File: src/design/bsc_pkg.sv
// shared constants, codes, types and width helpers of the safety checker
// no dependencies; imported by every module of the block
package bsc_pkg;

  localparam int PROCS_DEF = 8;
  localparam int RES_DEF   = 4;
  localparam int NREG      = 4;
  localparam int CFG_AW    = 2;
  localparam int MAX_OUT   = 8;
  localparam int OW        = 3;

  localparam int MODE_W  = 2;
  localparam int PROC_FW = 3;
  localparam int RIDX_FW = 2;
  localparam int AMT_W   = 8;
  localparam int STAT_W  = 2;

  // stored widths: allocation may grow past one byte through requests
  // granted against a need that predates a later allocation load
  localparam int MAX_W   = 8;
  localparam int ALLOC_W = 9;
  localparam int NEED_W  = 10;

  localparam int IN_TDATA_W  = 48;
  localparam int OUT_TDATA_W = 8;
  localparam int OFS_PROC    = 0;
  localparam int OFS_RIDX    = 3;
  localparam int OFS_AMT     = 5;
  localparam int OFS_REQ     = 13;

  localparam logic [MODE_W-1:0] MODE_LD_ALLOC = 2'd0;
  localparam logic [MODE_W-1:0] MODE_LD_MAX   = 2'd1;
  localparam logic [MODE_W-1:0] MODE_START    = 2'd2;
  localparam logic [MODE_W-1:0] MODE_REQUEST  = 2'd3;

  localparam logic [STAT_W-1:0] STAT_SAFE   = 2'd0;
  localparam logic [STAT_W-1:0] STAT_UNSAFE = 2'd1;
  localparam logic [STAT_W-1:0] STAT_REJECT = 2'd2;

  typedef struct packed {
    logic fits;
    logic req_ok;
  } eval_stat_t;

  // signed width of work and available: holds -procs*510 .. 255+procs*510
  function automatic int wrk_width(input int procs);
    return $clog2(procs + 1) + ALLOC_W + 1;
  endfunction

endpackage

File: src/design/bsc_row_eval.sv
// row arithmetic: fit test against work, need derivation, request checks
// depends on bsc_pkg; purely combinational, one process row at a time
module bsc_row_eval import bsc_pkg::*; #(
  parameter int PROCS     = PROCS_DEF,
  parameter int RESOURCES = RES_DEF,
  localparam int WRK_W    = wrk_width(PROCS)
) (
  input  logic [RESOURCES-1:0][ALLOC_W-1:0] alloc_row,
  input  logic [RESOURCES-1:0][MAX_W-1:0]   max_row,
  input  logic [RESOURCES-1:0][NEED_W-1:0]  need_row,
  input  logic [RESOURCES-1:0][WRK_W-1:0]   work_vec,
  input  logic [RESOURCES-1:0][WRK_W-1:0]   avail_vec,
  input  logic [RESOURCES-1:0][AMT_W-1:0]   req_vec,
  output eval_stat_t                        stat,
  output logic [RESOURCES-1:0][WRK_W-1:0]   work_add,
  output logic [RESOURCES-1:0][NEED_W-1:0]  need_calc,
  output logic [RESOURCES-1:0][ALLOC_W-1:0] alloc_req,
  output logic [RESOURCES-1:0][NEED_W-1:0]  need_req
);

  always_comb begin
    stat.fits   = 1'b1;
    stat.req_ok = 1'b1;
    for (int r = 0; r < RESOURCES; r++) begin
      // need and work are signed; a negative need fits unless work is lower still
      if ($signed(need_row[r]) > $signed(work_vec[r])) begin
        stat.fits = 1'b0;
      end
      if ($signed({{(NEED_W-AMT_W){1'b0}}, req_vec[r]}) > $signed(need_row[r])) begin
        stat.req_ok = 1'b0;
      end
      if ($signed({{(WRK_W-AMT_W){1'b0}}, req_vec[r]}) > $signed(avail_vec[r])) begin
        stat.req_ok = 1'b0;
      end
      work_add[r]  = work_vec[r] + {{(WRK_W-ALLOC_W){1'b0}}, alloc_row[r]};
      need_calc[r] = {{(NEED_W-MAX_W){1'b0}}, max_row[r]}
                   - {{(NEED_W-ALLOC_W){1'b0}}, alloc_row[r]};
      alloc_req[r] = alloc_row[r] + {{(ALLOC_W-AMT_W){1'b0}}, req_vec[r]};
      need_req[r]  = need_row[r] - {{(NEED_W-AMT_W){1'b0}}, req_vec[r]};
    end
  end

endmodule

File: config.mk
export PLATFORM = sky130hd
export DESIGN_NAME = bsc_row_eval
export DESIGN_NICKNAME = d
export VERILOG_FILES = /design/src/design/bsc_pkg.sv /design/src/design/bsc_row_eval.sv
export SDC_FILE = /design/constraint.sdc
export NUM_CORES = 1
export LEC_CHECK = 0
export BUFFER_PORTS_ARGS = -buffer_cell sky130_fd_sc_hd__buf_2
export CAP_MARGIN = 40
export CORE_AREA = 2 2 166 168
export DETAILED_ROUTE_END_ITERATION = 7
export DIE_AREA = 0 0 168 170
export SLEW_MARGIN = 30
export SYNTH_ARGS = -nofsm -noshare
export SYNTH_HDL_FRONTEND = slang
export SYNTH_SLANG_ARGS = --single-unit
File: constraint.sdc
create_clock -name vclk -period 3.2
set_clock_uncertainty 0.1 [all_clocks]
set_input_delay 0 -clock vclk [all_inputs]
set_output_delay 0 -clock vclk [all_outputs]
set_load 0.03 [all_outputs]
==> results of run 1 <==
[kinds of logic (layout without fill, tap and decap cells)]
| group | after synthesis | in the layout | synth area share (%) |
|---|---|---|---|
| buffers and inverters | 271 | 689 | 10.8 |
| other | 0 | 4 | 0 |
| and+or+nand+nor | 368 | 368 | 19.7 |
| adders and majority gates | 268 | 268 | 36.8 |
| xor gates and xnor gates | 103 | 103 | 9.56 |
| AOI/OAI and AO/OA | 341 | 341 | 22.9 |
| muxes | 2 | 2 | 0.225 |
[how the worst min path moves through the flow]
| stage | startpoint | to | slack [ps] | cells past startpoint |
|---|---|---|---|---|
| 3_5_place_dp | work_vec[13] | work_add[13] | 230 | 3 |
| 3_3_place_gp | work_vec[13] | work_add[13] | 230 | 3 |
| 4_1_cts | work_vec[13] | work_add[13] | 240 | 3 |
| 5_1_grt | work_vec[13] | work_add[13] | 250 | 3 |
| 6_report | work_vec[13] | work_add[13] | 230 | 3 |
| 2_1_floorplan | alloc_row[17] | alloc_req[17] | 80 | 1 |
[final cells by class]
type	instances	area share, %
timing repair buffer	426	17.8
inverter	263	8.24
tap	341	3.56
multi-input combinational	1082	70.3
antenna	4	0.0836
[power groups by stage]
stage          Sequential, W       Clock (W)  Combinational, W
4_1_cts                    0               0           0.00300
6_report                   0  0.000000000129           0.00298
2_1_floorplan              0               0           0.00204
3_5_place_dp               0               0           0.00298
5_1_grt                    0  0.000000000125           0.00326
3_3_place_gp               0               0           0.00297
[routing by layer]
metal	vias up	share of wire (%)	track usage, %
li1	5570	-	-
met1	4778	44	27.2
met2	316	48	40.5
met3	36	5.3	2.51
met4	0	2.1	4.12
met5	-	0	0
[metrics by stage]
stage	hold slack [ps]	std cells	setup slack [ps]	utilization, %
3_5_place_dp	232	2112	887	44.9
4_1_cts	237	2112	873	44.9
3_3_place_gp	231	2112	916	44.9
2_1_floorplan	76.2	1353	999	-
5_1_grt	251	2115	730	44.9
6_report	231	2116	859	44.9
[worst max-delay path, delay by kind of cell]
kind	cells	cell delay, ps
simple gates	2	200
buf+inv	3	390
compound gates	4	1040
fa+ha+maj	2	600
[cell usage in the layout (no fill, tap or decap), types with 4 or more instances in the layout]
master                      synthesis  layout
sky130_fd_sc_hd__a31oi_1           11      11
sky130_fd_sc_hd__o41ai_1            5       5
sky130_fd_sc_hd__xor2_1            23      23
sky130_fd_sc_hd__a21o_1            26      26
sky130_fd_sc_hd__inv_1            263     263
sky130_fd_sc_hd__nand2b_1          11      11
sky130_fd_sc_hd__and4_1             4       4
sky130_fd_sc_hd__or3_1             13      13
sky130_fd_sc_hd__a211oi_1          20      20
sky130_fd_sc_hd__nor3_1            48      48
sky130_fd_sc_hd__diode_2            0       4
sky130_fd_sc_hd__a21oi_1          102     102
sky130_fd_sc_hd__xnor2_1           80      80
sky130_fd_sc_hd__nand4_1           35      35
sky130_fd_sc_hd__o211ai_1          16      16
sky130_fd_sc_hd__ha_1             252     252
sky130_fd_sc_hd__a211o_1            6       6
sky130_fd_sc_hd__nand3_1           39      39
sky130_fd_sc_hd__a2111o_1           4       4
sky130_fd_sc_hd__buf_2              0     426
sky130_fd_sc_hd__and3_1             8       8
sky130_fd_sc_hd__nor2_1            90      90
sky130_fd_sc_hd__o2111ai_1          6       6
sky130_fd_sc_hd__o21a_1             6       6
sky130_fd_sc_hd__or4_1              5       5
sky130_fd_sc_hd__a21boi_1          25      25
sky130_fd_sc_hd__o31ai_1            5       5
sky130_fd_sc_hd__nor2b_1           42      42
sky130_fd_sc_hd__or2_2             13      13
sky130_fd_sc_hd__fa_1              16      16
sky130_fd_sc_hd__o21ai_1           60      60
sky130_fd_sc_hd__nand2_1           56      56
sky130_fd_sc_hd__o21bai_1          12      12
sky130_fd_sc_hd__o21ai_0           22      22
==> key figures, run 1 <==
Run status
  – Result of the run: complete, no violations

Die
  – Die Footprint: roughly 29000 µm²
  – Die Span X: around 170 µm
  – Area of the core: 26700 µm²
  – Effective utilization at floorplan: between 30% and 40%
  – Num ports: roughly 430
  – Total number of placement rows: 60
  – Die Y: ~170 µm

Worst setup path
  – Delay contributed by the slowest stage of the critical path: ~400 ps
  – CP most frequent cell: sky130_fd_sc_hd__buf_2
  – Crit-path slowest cell: sky130_fd_sc_hd__fa_1
  – Crit path capture type: output port
  – Data required time of the critical path: just over 3000 ps
  – Startpoint type of the worst setup path: primary input
  – Arrival time of data at the critical path endpoint: between 2000 and 2500 ps
  – Class of the most critical setup path: in -> out
  – Start point of the critical path: work_vec[0]
  – Crit path to: work_add[12]
  – Top fanout value on the critical path: 4
  – Cells along the critical path: buf_2 -> ha_1 -> inv_1 -> fa_1 -> nor2b_1 -> o21ai_1 -> a21boi_1 -> o211ai_1 -> a2111o_1 -> nand3_1 -> buf_2

Power and ir drop
  – Total power: between 0.002 and 0.003 W
  – P_int: ~0.0010 W
  – Static leakage: approximately 6.7 nW
  – Share of power burned in registers: 0%
  – Total power per unit cell area: between 200 and 250 nW/µm²
  – Relative contribution of combinational cells to total power: 100.0%
  – Largest vdd supply drop: roughly 160 µV
  – Sw Pwr: approximately 0.0019 W
  – Share of total power consumed by net switching: between 60% and 70%
  – Clock power frac: 0%

GRT
  – Antenna violations before repair: 3
  – Pin count of the biggest net entering global routing: 13
  – Wire length of the first global-routing pass: 51500 µm
  – Number of global-route vias before repair: roughly 10000
  – Global-route usage over all layers: between 20% and 30%
  – Gr ovfl total: 0

Run
  – Count of maximum capacitance violations: 0

Timing
  – Final total negative setup slack: 0 ps
  – Min Tclk post-route: about 2300 ps
  – Transition time at the pin with the least slew margin: roughly 680 ps
  – Setup repair after global routing missed its margin: no
  – Hold Fails Final Rpt: 0
  – Max-slew violations: 0
  – Final setup vio count: 0
  – Share of the clock period used by the worst path: ~73%
  – Worst slew margin: between 50% and 60%
  – Fmax achieved: roughly 430 MHz

Logic synthesis
  – Synthesis Warnings: 0
  – Number of nets produced by synthesis: approximately 1900
  – Post-synth cell types: 49
  – Top cell type by total area after synthesis: sky130_fd_sc_hd__ha_1
  – Portion of the post-synthesis area used by sequential elements: 0%
  – Cells taking the most area after synthesis: sky130_fd_sc_hd__ha_1 (33%), sky130_fd_sc_hd__inv_1 (10%), sky130_fd_sc_hd__xnor2_1 (7.4%), sky130_fd_sc_hd__a21oi_1 (5.4%), sky130_fd_sc_hd__nor2_1 (3.6%)
  – Synth top cells by count: sky130_fd_sc_hd__inv_1 (263), sky130_fd_sc_hd__ha_1 (252), sky130_fd_sc_hd__a21oi_1 (102)
  – Gate Count Post-Synth: between 1000 and 1500
  – Syn avg cell area: around 7.0 µm²
  – Share of Yosys cell area claimed by the top area cell type: 33.4%
  – Post-synth design cell area: between 9000 and 10000 µm²
  – Cell with the most instances after synthesis: sky130_fd_sc_hd__inv_1

Placement
  – DP HPWL: 29900 µm
  – Number of buffers added on ports: 426
  – Post-placement cell area: 12000 µm²
  – GP Congestion: 0.908

Clock tree
  – Buffers inserted during post-CTS setup optimization: 0
  – Count of hold-fix buffers inserted at cts: 0
  – CTS resizes: 0

Drt
  – Number of detailed-routing iterations run before antenna repair: 6
  – Count of unresolved DRC violations after routing: 0
  – Number of nets with antenna violations after routing: 0
  – Number of vias per cell: roughly 5
  – Initial DRC count: 383
  – Total wirelength of the detailed-routed design: between 30000 and 40000 µm
  – Mean routed wirelength per cell: roughly 15 µm
  – Via count of the routed design: between 10000 and 15000

Layout
  – FF+latch count: 0
  – Area of the multi-input gates: 8420 µm²
  – Area added between synthesis and finish: 26.9%
  – Share of post-route cells with drive strength above 1: between 20% and 30%
  – Number of nets in the final layout: between 2000 and 2500
  – Final-layout fill cell count: ~2900
  – Footprint of the flip-flops and latches: 0 µm²
  – Final-layout clock buffer total: 0
  – Post-route design area: between 10000 and 15000 µm²

Hold path
  – Kind of path behind the tightest hold check: in -> out
Power figures use the tool's default switching activity.
==> run 2, diff against run 1 <==
--- a/config.mk
+++ b/config.mk
@@ -7,9 +7,10 @@
 export LEC_CHECK = 0
 export BUFFER_PORTS_ARGS = -buffer_cell sky130_fd_sc_hd__buf_2
 export CAP_MARGIN = 40
-export CORE_AREA = 2 2 166 168
+export CORE_AREA = 2 2 165 167
 export DETAILED_ROUTE_END_ITERATION = 7
-export DIE_AREA = 0 0 168 170
+export DIE_AREA = 0 0 167 169
+export PLACE_DENSITY = 0.66
 export SLEW_MARGIN = 30
 export SYNTH_ARGS = -nofsm -noshare
 export SYNTH_HDL_FRONTEND = slang
==> constraint.sdc (replaced) <==
create_clock -name vclk -period 2.03
set_clock_uncertainty 0.1 [all_clocks]
set_input_delay 0 -clock vclk [all_inputs]
set_output_delay 0 -clock vclk [all_outputs]
set_load 0.03 [all_outputs]
==> run 2 against run 1 <==
Net effect: combinational power rose by 74%; count of clock-buffer cells in the layout did not move; global-route usage fell by 0.30 points; die area fell by 1.2%; total power rose by 74%; design area rose by 13%; via count rose by 6.4%; worst hold slack improved by 12 ps; critical path type unchanged.
==> key figures, run 2 (synthesized netlist as in run 1, its figures left out) <==
Run status
  – Result of the run: complete, no violations (unchanged)

Timing
  – Final total negative setup slack: 0 ps (unchanged)
  – Hold Fails Final Rpt: 0 (unchanged)
  – Max-slew violations: 0 (unchanged)
  – Transition time at the pin with the least slew margin: 427 ps (was 677 ps)
  – Setup repair after global routing missed its margin: yes (was no)
  – Worst slew margin: 71.2% (was 54.9%)
  – Share of the clock period used by the worst path: between 90% and 100%
  – Min Tclk post-route: approximately 2000 ps
  – Fmax achieved: between 400 and 500 MHz
  – Final setup vio count: 0 (unchanged)

Die
  – Area of the core: 26500 µm² (was 26700 µm²)
  – Effective utilization at floorplan: 35.6% (was 35.4%)
  – Die Span X: 167 µm (was 168 µm)
  – Num ports: 426 (unchanged)
  – Total number of placement rows: 60 (unchanged)
  – Die Footprint: 28200 µm² (was 28600 µm²)
  – Die Y: 169 µm (was 170 µm)

Worst setup path
  – Startpoint type of the worst setup path: primary input (unchanged)
  – Start point of the critical path: work_vec[14] (was work_vec[0])
  – Top fanout value on the critical path: 3 (was 4)
  – Arrival time of data at the critical path endpoint: 1920 ps (was 2240 ps)
  – Class of the most critical setup path: in -> out (unchanged)
  – Data required time of the critical path: 1930 ps (was 3100 ps)
  – Crit path capture type: output port (unchanged)
  – Crit path to: work_add[26] (was work_add[12])

Layout
  – Final-layout fill cell count: 2619 (was 2871)
  – Most frequent standard cell in the layout excluding fill and tap cells: sky130_fd_sc_hd__buf_2 (unchanged)
  – Area added between synthesis and finish: 43.2% (was 26.9%)
  – Final-layout clock buffer total: 0 (unchanged)
  – FF+latch count: 0 (unchanged)
  – Leading cell types in the layout, fill and taps excluded: sky130_fd_sc_hd__buf_2 (394), sky130_fd_sc_hd__inv_1 (257), sky130_fd_sc_hd__ha_1 (239) (was sky130_fd_sc_hd__buf_2 (426), sky130_fd_sc_hd__inv_1 (263), sky130_fd_sc_hd__ha_1 (252))
  – Non-filler instance count after layout: 2230 (was 2116)
  – Footprint of the flip-flops and latches: 0 µm² (unchanged)
  – Number of nets in the final layout: 2410 (was 2293)
  – Share of post-route cells with drive strength above 1: 35.7% (was 25.1%)
  – Area of the multi-input gates: 8960 µm² (was 8420 µm²)

GRT
  – Global-route usage over all layers: 21.5% (was 21.8%)
  – Antenna violations before repair: 1 (was 3)
  – Gr ovfl total: 0 (unchanged)
  – Number of global-route vias before repair: 10800 (was 10500)
  – Wire length of the first global-routing pass: 51300 µm (was 51500 µm)
  – Pin count of the biggest net entering global routing: 10 (was 13)

Drt
  – Mean routed wirelength per cell: 15.1 µm (was 15.4 µm)
  – Number of nets with antenna violations after routing: 0 (unchanged)
  – Number of detailed-routing iterations run before antenna repair: 5 (was 6)
  – Number of vias per cell: 5.10 (was 5.06)
  – Via count of the routed design: 11400 (was 10700)
  – Total wirelength of the detailed-routed design: 33800 µm (was 32600 µm)
  – Initial DRC count: 408 (was 383)
  – Count of unresolved DRC violations after routing: 0 (unchanged)

Clock tree
  – Count of hold-fix buffers inserted at cts: 0 (unchanged)

Power and ir drop
  – Total power per unit cell area: 385 nW/µm² (was 249 nW/µm²)
  – Static leakage: 7.38 nW (was 6.72 nW)
  – Largest vdd supply drop: 246 µV (was 159 µV)

Placement
  – GP Congestion: 0.909 (was 0.908)
  – Cell count after placement: 2220 (was 2112)
  – Number of buffers added on ports: 426 (unchanged)
  – DP HPWL: 29800 µm (was 29900 µm)

Hold path
  – Kind of path behind the tightest hold check: in -> out (unchanged)

Run
  – Count of maximum capacitance violations: 0 (unchanged)
## run 2: per-layer routing
| metal | track usage, % | part of all wire (%) | up-vias | wire length [µm] |
|---|---|---|---|---|
| met3 | 3.09 | 6.1 | 36 | 2070 |
| met4 | 2.92 | 1.2 | 2 | 391 |
| met5 | 0 | 0.039 | - | 13 |
| met2 | 39.9 | 49 | 342 | 16700 |
| met1 | 26.9 | 43 | 5209 | 14600 |
| li1 | - | - | 5792 | - |
## run 2: worst min-delay path by stage
| stage | depth (start not counted) | to | slack (ps) | from |
|---|---|---|---|---|
| final | 3 | work_add[27] | 240 | work_vec[27] |
| after floorplan | 1 | alloc_req[17] | 80 | alloc_row[17] |
| after detailed placement | 3 | work_add[13] | 240 | work_vec[13] |
| after CTS | 3 | work_add[27] | 250 | work_vec[27] |
| after global placement | 3 | work_add[13] | 220 | work_vec[13] |
| after global routing | 3 | work_add[27] | 260 | work_vec[27] |
## run 2: what timing repair did
| action | CTS | global route |
|---|---|---|
| pin swaps | 13 | 52 |
| gates resized for setup | 33 | 140 |
| setup buffers | 4 | 7 |
| endpoints found under the setup margin | 14 | 48 |
## run 2: final cells by class
cell class,instances,share of cell area (%)
antenna,1,0.0185
inverter,263,7.31
multi-input combinational,1082,66.3
tap,341,3.16
timing repair buffer,543,23.2
## run 2: where the power goes
part	switching (W)	total (W)	internal, W
Sequential	0	0	0
Combinational	0.00323	0.00520	0.00197
Clock	0	0.0000000000659	0.0000000000658
Total	0.00323	0.00520	0.00197
## run 2: per-stage QoR
stage                     util (%)  hold WS, ps  area, µm²  setup WS, ps  power, W
after global placement        48.2          223      12800          -196   0.00486
after global routing          51.0          261      13500         -60.0   0.00562
after detailed placement      48.2          245      12800          -200   0.00490
after CTS                     48.7          246      12900         -8.22   0.00498
after floorplan                  -         76.2       9440          96.5   0.00322
final                         51.0          244      13500          14.3   0.00520
## run 2: critical path: stages
cell and delay [ps]:
sky130_fd_sc_hd__buf_8 80, sky130_fd_sc_hd__ha_4 130, sky130_fd_sc_hd__inv_2 40, sky130_fd_sc_hd__fa_2 410, sky130_fd_sc_hd__nor2b_2 140, sky130_fd_sc_hd__o21ai_2 80
sky130_fd_sc_hd__a21boi_2 170, sky130_fd_sc_hd__o211ai_1 190, sky130_fd_sc_hd__a2111o_1 470, sky130_fd_sc_hd__nand3_2 70, sky130_fd_sc_hd__buf_6 130
==> run 3, diff against run 2 <==
--- a/config.mk
+++ b/config.mk
@@ -10,7 +10,7 @@
 export CORE_AREA = 2 2 165 167
 export DETAILED_ROUTE_END_ITERATION = 7
 export DIE_AREA = 0 0 167 169
-export PLACE_DENSITY = 0.66
+export PLACE_DENSITY = 0.65
 export SLEW_MARGIN = 30
 export SYNTH_ARGS = -nofsm -noshare
 export SYNTH_HDL_FRONTEND = slang
==> run 3 against run 2 <==
Net effect: first-iteration DRC count increased by 2.7%; critical path depth unchanged; utilization decreased by 0.42 points; wire length about the same; worst hold slack improved by 6.1 ps; fmax increased by 3.7%; sequential cell count unchanged; via count decreased by 0.76%; sequential share of layout area unchanged; critical path type unchanged; critical endpoint is now work_add[55]; highest routed layer unchanged.
==> key figures, run 3 (synthesized netlist as in run 1, its figures left out) <==
Run status
  – Result of the run: complete, no violations (unchanged)

Placement
  – GP Congestion: 0.932 (was 0.909)
  – DP HPWL: 30000 µm (was 29800 µm)
  – Number of buffers added on ports: 426 (unchanged)

Drt
  – Via count of the routed design: 11300 (was 11400)
  – Initial DRC count: 419 (was 408)
  – Number of detailed-routing iterations run before antenna repair: 5 (unchanged)
  – Total wirelength of the detailed-routed design: 33800 µm (about the same)
  – Number of vias per cell: 5.08 (was 5.10)
  – Count of unresolved DRC violations after routing: 0 (unchanged)
  – Mean routed wirelength per cell: 15.2 µm (was 15.1 µm)
  – Number of nets with antenna violations after routing: 0 (unchanged)

Layout
  – Number of nets in the final layout: 2402 (was 2410)
  – FF+latch count: 0 (unchanged)
  – Share of post-route cells with drive strength above 1: 34.9% (was 35.7%)
  – Leading cell types in the layout, fill and taps excluded: sky130_fd_sc_hd__buf_2 (392), sky130_fd_sc_hd__inv_1 (257), sky130_fd_sc_hd__ha_1 (241) (was sky130_fd_sc_hd__buf_2 (394), sky130_fd_sc_hd__inv_1 (257), sky130_fd_sc_hd__ha_1 (239))
  – Footprint of the flip-flops and latches: 0 µm² (unchanged)
  – Most frequent standard cell in the layout excluding fill and tap cells: sky130_fd_sc_hd__buf_2 (unchanged)
  – Final-layout clock buffer total: 0 (unchanged)
  – Utilization after layout: 50.6% (was 51.0%)
  – Area added between synthesis and finish: 42.0% (was 43.2%)

Power and ir drop
  – Total power per unit cell area: 386 nW/µm² (was 385 nW/µm²)
  – Total power: 0.00517 W (was 0.00520 W)
  – Share of total power consumed by net switching: 62.3% (was 62.1%)
  – Clock power frac: 0% (about the same)
  – Sw Pwr: 0.00322 W (was 0.00323 W)
  – Static leakage: 7.33 nW (was 7.38 nW)
  – Largest vdd supply drop: 265 µV (was 246 µV)
  – Relative contribution of combinational cells to total power: 100.0% (about the same)
  – Share of power burned in registers: 0% (about the same)
  – P_int: 0.00195 W (was 0.00197 W)

Timing
  – Share of the clock period used by the worst path: 95.8% (was 99.3%)
  – WHS: 250 ps (was 244 ps)
  – Max-slew violations: 0 (unchanged)
  – Fmax achieved: 514 MHz (was 496 MHz)
  – Hold Fails Final Rpt: 0 (unchanged)
  – Final setup vio count: 0 (unchanged)
  – Setup repair after global routing missed its margin: yes (unchanged)
  – Min Tclk post-route: 1940 ps (was 2020 ps)
  – Worst slew margin: 65.2% (was 71.2%)
  – Transition time at the pin with the least slew margin: 518 ps (was 427 ps)

Worst setup path
  – Buffers & Inverters on Critical Path: 4 (was 3)
  – Crit path capture type: output port (unchanged)
  – Class of the most critical setup path: in -> out (unchanged)
  – Crit-path slowest cell: sky130_fd_sc_hd__ha_1 (was sky130_fd_sc_hd__a2111o_1)
  – Startpoint type of the worst setup path: primary input (unchanged)
  – Data required time of the critical path: 1930 ps (about the same)
  – Arrival time of data at the critical path endpoint: 1840 ps (was 1920 ps)
  – Cells along the critical path: buf_2 -> buf_4 -> ha_1 -> a21o_1 -> a21oi_1 -> o21ai_1 -> buf_4 -> nand2_1 -> o31ai_1 -> xnor2_1 -> buf_2 (was buf_8 -> ha_4 -> inv_2 -> fa_2 -> nor2b_2 -> o21ai_2 -> a21boi_2 -> o211ai_1 -> a2111o_1 -> nand3_2 -> buf_6)
  – Cell type group with the largest total delay on the critical path: compound AO/OA/AOI/OAI gates (unchanged)
  – Delay contributed by the slowest stage of the critical path: 290 ps (was 470 ps)
  – Top fanout value on the critical path: 3 (unchanged)

GRT
  – Number of global-route vias before repair: 10900 (was 10800)
  – Global-route usage over all layers: 22.2% (was 21.5%)
  – Wire length of the first global-routing pass: 52800 µm (was 51300 µm)
  – Pin count of the biggest net entering global routing: 10 (unchanged)
  – Antenna violations before repair: 3 (was 1)
  – Gr ovfl total: 0 (unchanged)

Run
  – Count of maximum capacitance violations: 0 (unchanged)

Die
  – Die Y: 169 µm (unchanged)
  – Area of the core: 26500 µm² (unchanged)
  – Num ports: 426 (unchanged)
  – Effective utilization at floorplan: 35.6% (unchanged)
  – Die Footprint: 28200 µm² (unchanged)
  – Total number of placement rows: 60 (unchanged)
  – Die Span X: 167 µm (unchanged)

Hold path
  – Kind of path behind the tightest hold check: in -> out (unchanged)
-- run 3: cell count changes in the layout (fill, tap and decap cells not counted), sizes merged --
| cell | change |
|---|---|
| clkbuf | +2 |
| diode | +1 |
| buf | -10 |
-- run 3: worst paths after layout --
kind / depth (start not counted) / end / start / slack (ps)
worst max-delay path: 11 / work_add[55] / alloc_row[28] / 90
worst min-delay path: 3 / work_add[27] / work_vec[27] / 250
-- run 3: worst min-delay path: stages --
cell and delay [ps]:
sky130_fd_sc_hd__buf_2 110, sky130_fd_sc_hd__xnor2_1 70, sky130_fd_sc_hd__buf_2 170
-- run 3: power by group through the flow --
| stage | clock network [W] | logic [W] | registers, W |
|---|---|---|---|
| after floorplan | 0 | 0.00322 | 0 |
| after global placement | 0 | 0.00486 | 0 |
| after detailed placement | 0 | 0.00490 | 0 |
| after CTS | 0 | 0.00497 | 0 |
| after global routing | 0 | 0.00561 | 0 |
| final | 0.000000000132 | 0.00517 | 0 |
-- run 3: cell type report --
class                           instances  area, µm²
Multi-Input combinational cell       1082       8900
Fill cell                            2710      13100
Inverter                              263        987
Timing Repair Buffer                  535       3080
Tap cell                              341        427
Antenna cell                            2       5.00
-- run 3: metrics by stage --
step	instances	instance area (µm²)	TNS, ps	setup WS, ps
after floorplan	1353	9440	0	96.5
after global placement	2212	12700	-902	-231
after detailed placement	2212	12700	-948	-220
after CTS	2214	12800	0	1.94
after global routing	2221	13400	-74.6	-36.7
final	2223	13400	0	85.3
-- run 3: layer usage --
| metal | wire [µm] | GRT usage, % |
|---|---|---|
| met5 | 14 | 0 |
| met4 | 860 | 5.43 |
| met3 | 1980 | 3.20 |
| met2 | 16200 | 40.0 |
| met1 | 14800 | 27.8 |
-- run 3: timing repair --
item | CTS | global route
pin swaps | 10 | 58
gates resized for setup | 26 | 145
hold buffers | 0 | 0
setup endpoints to repair | 15 | 48
buffers inserted | 2 | 8
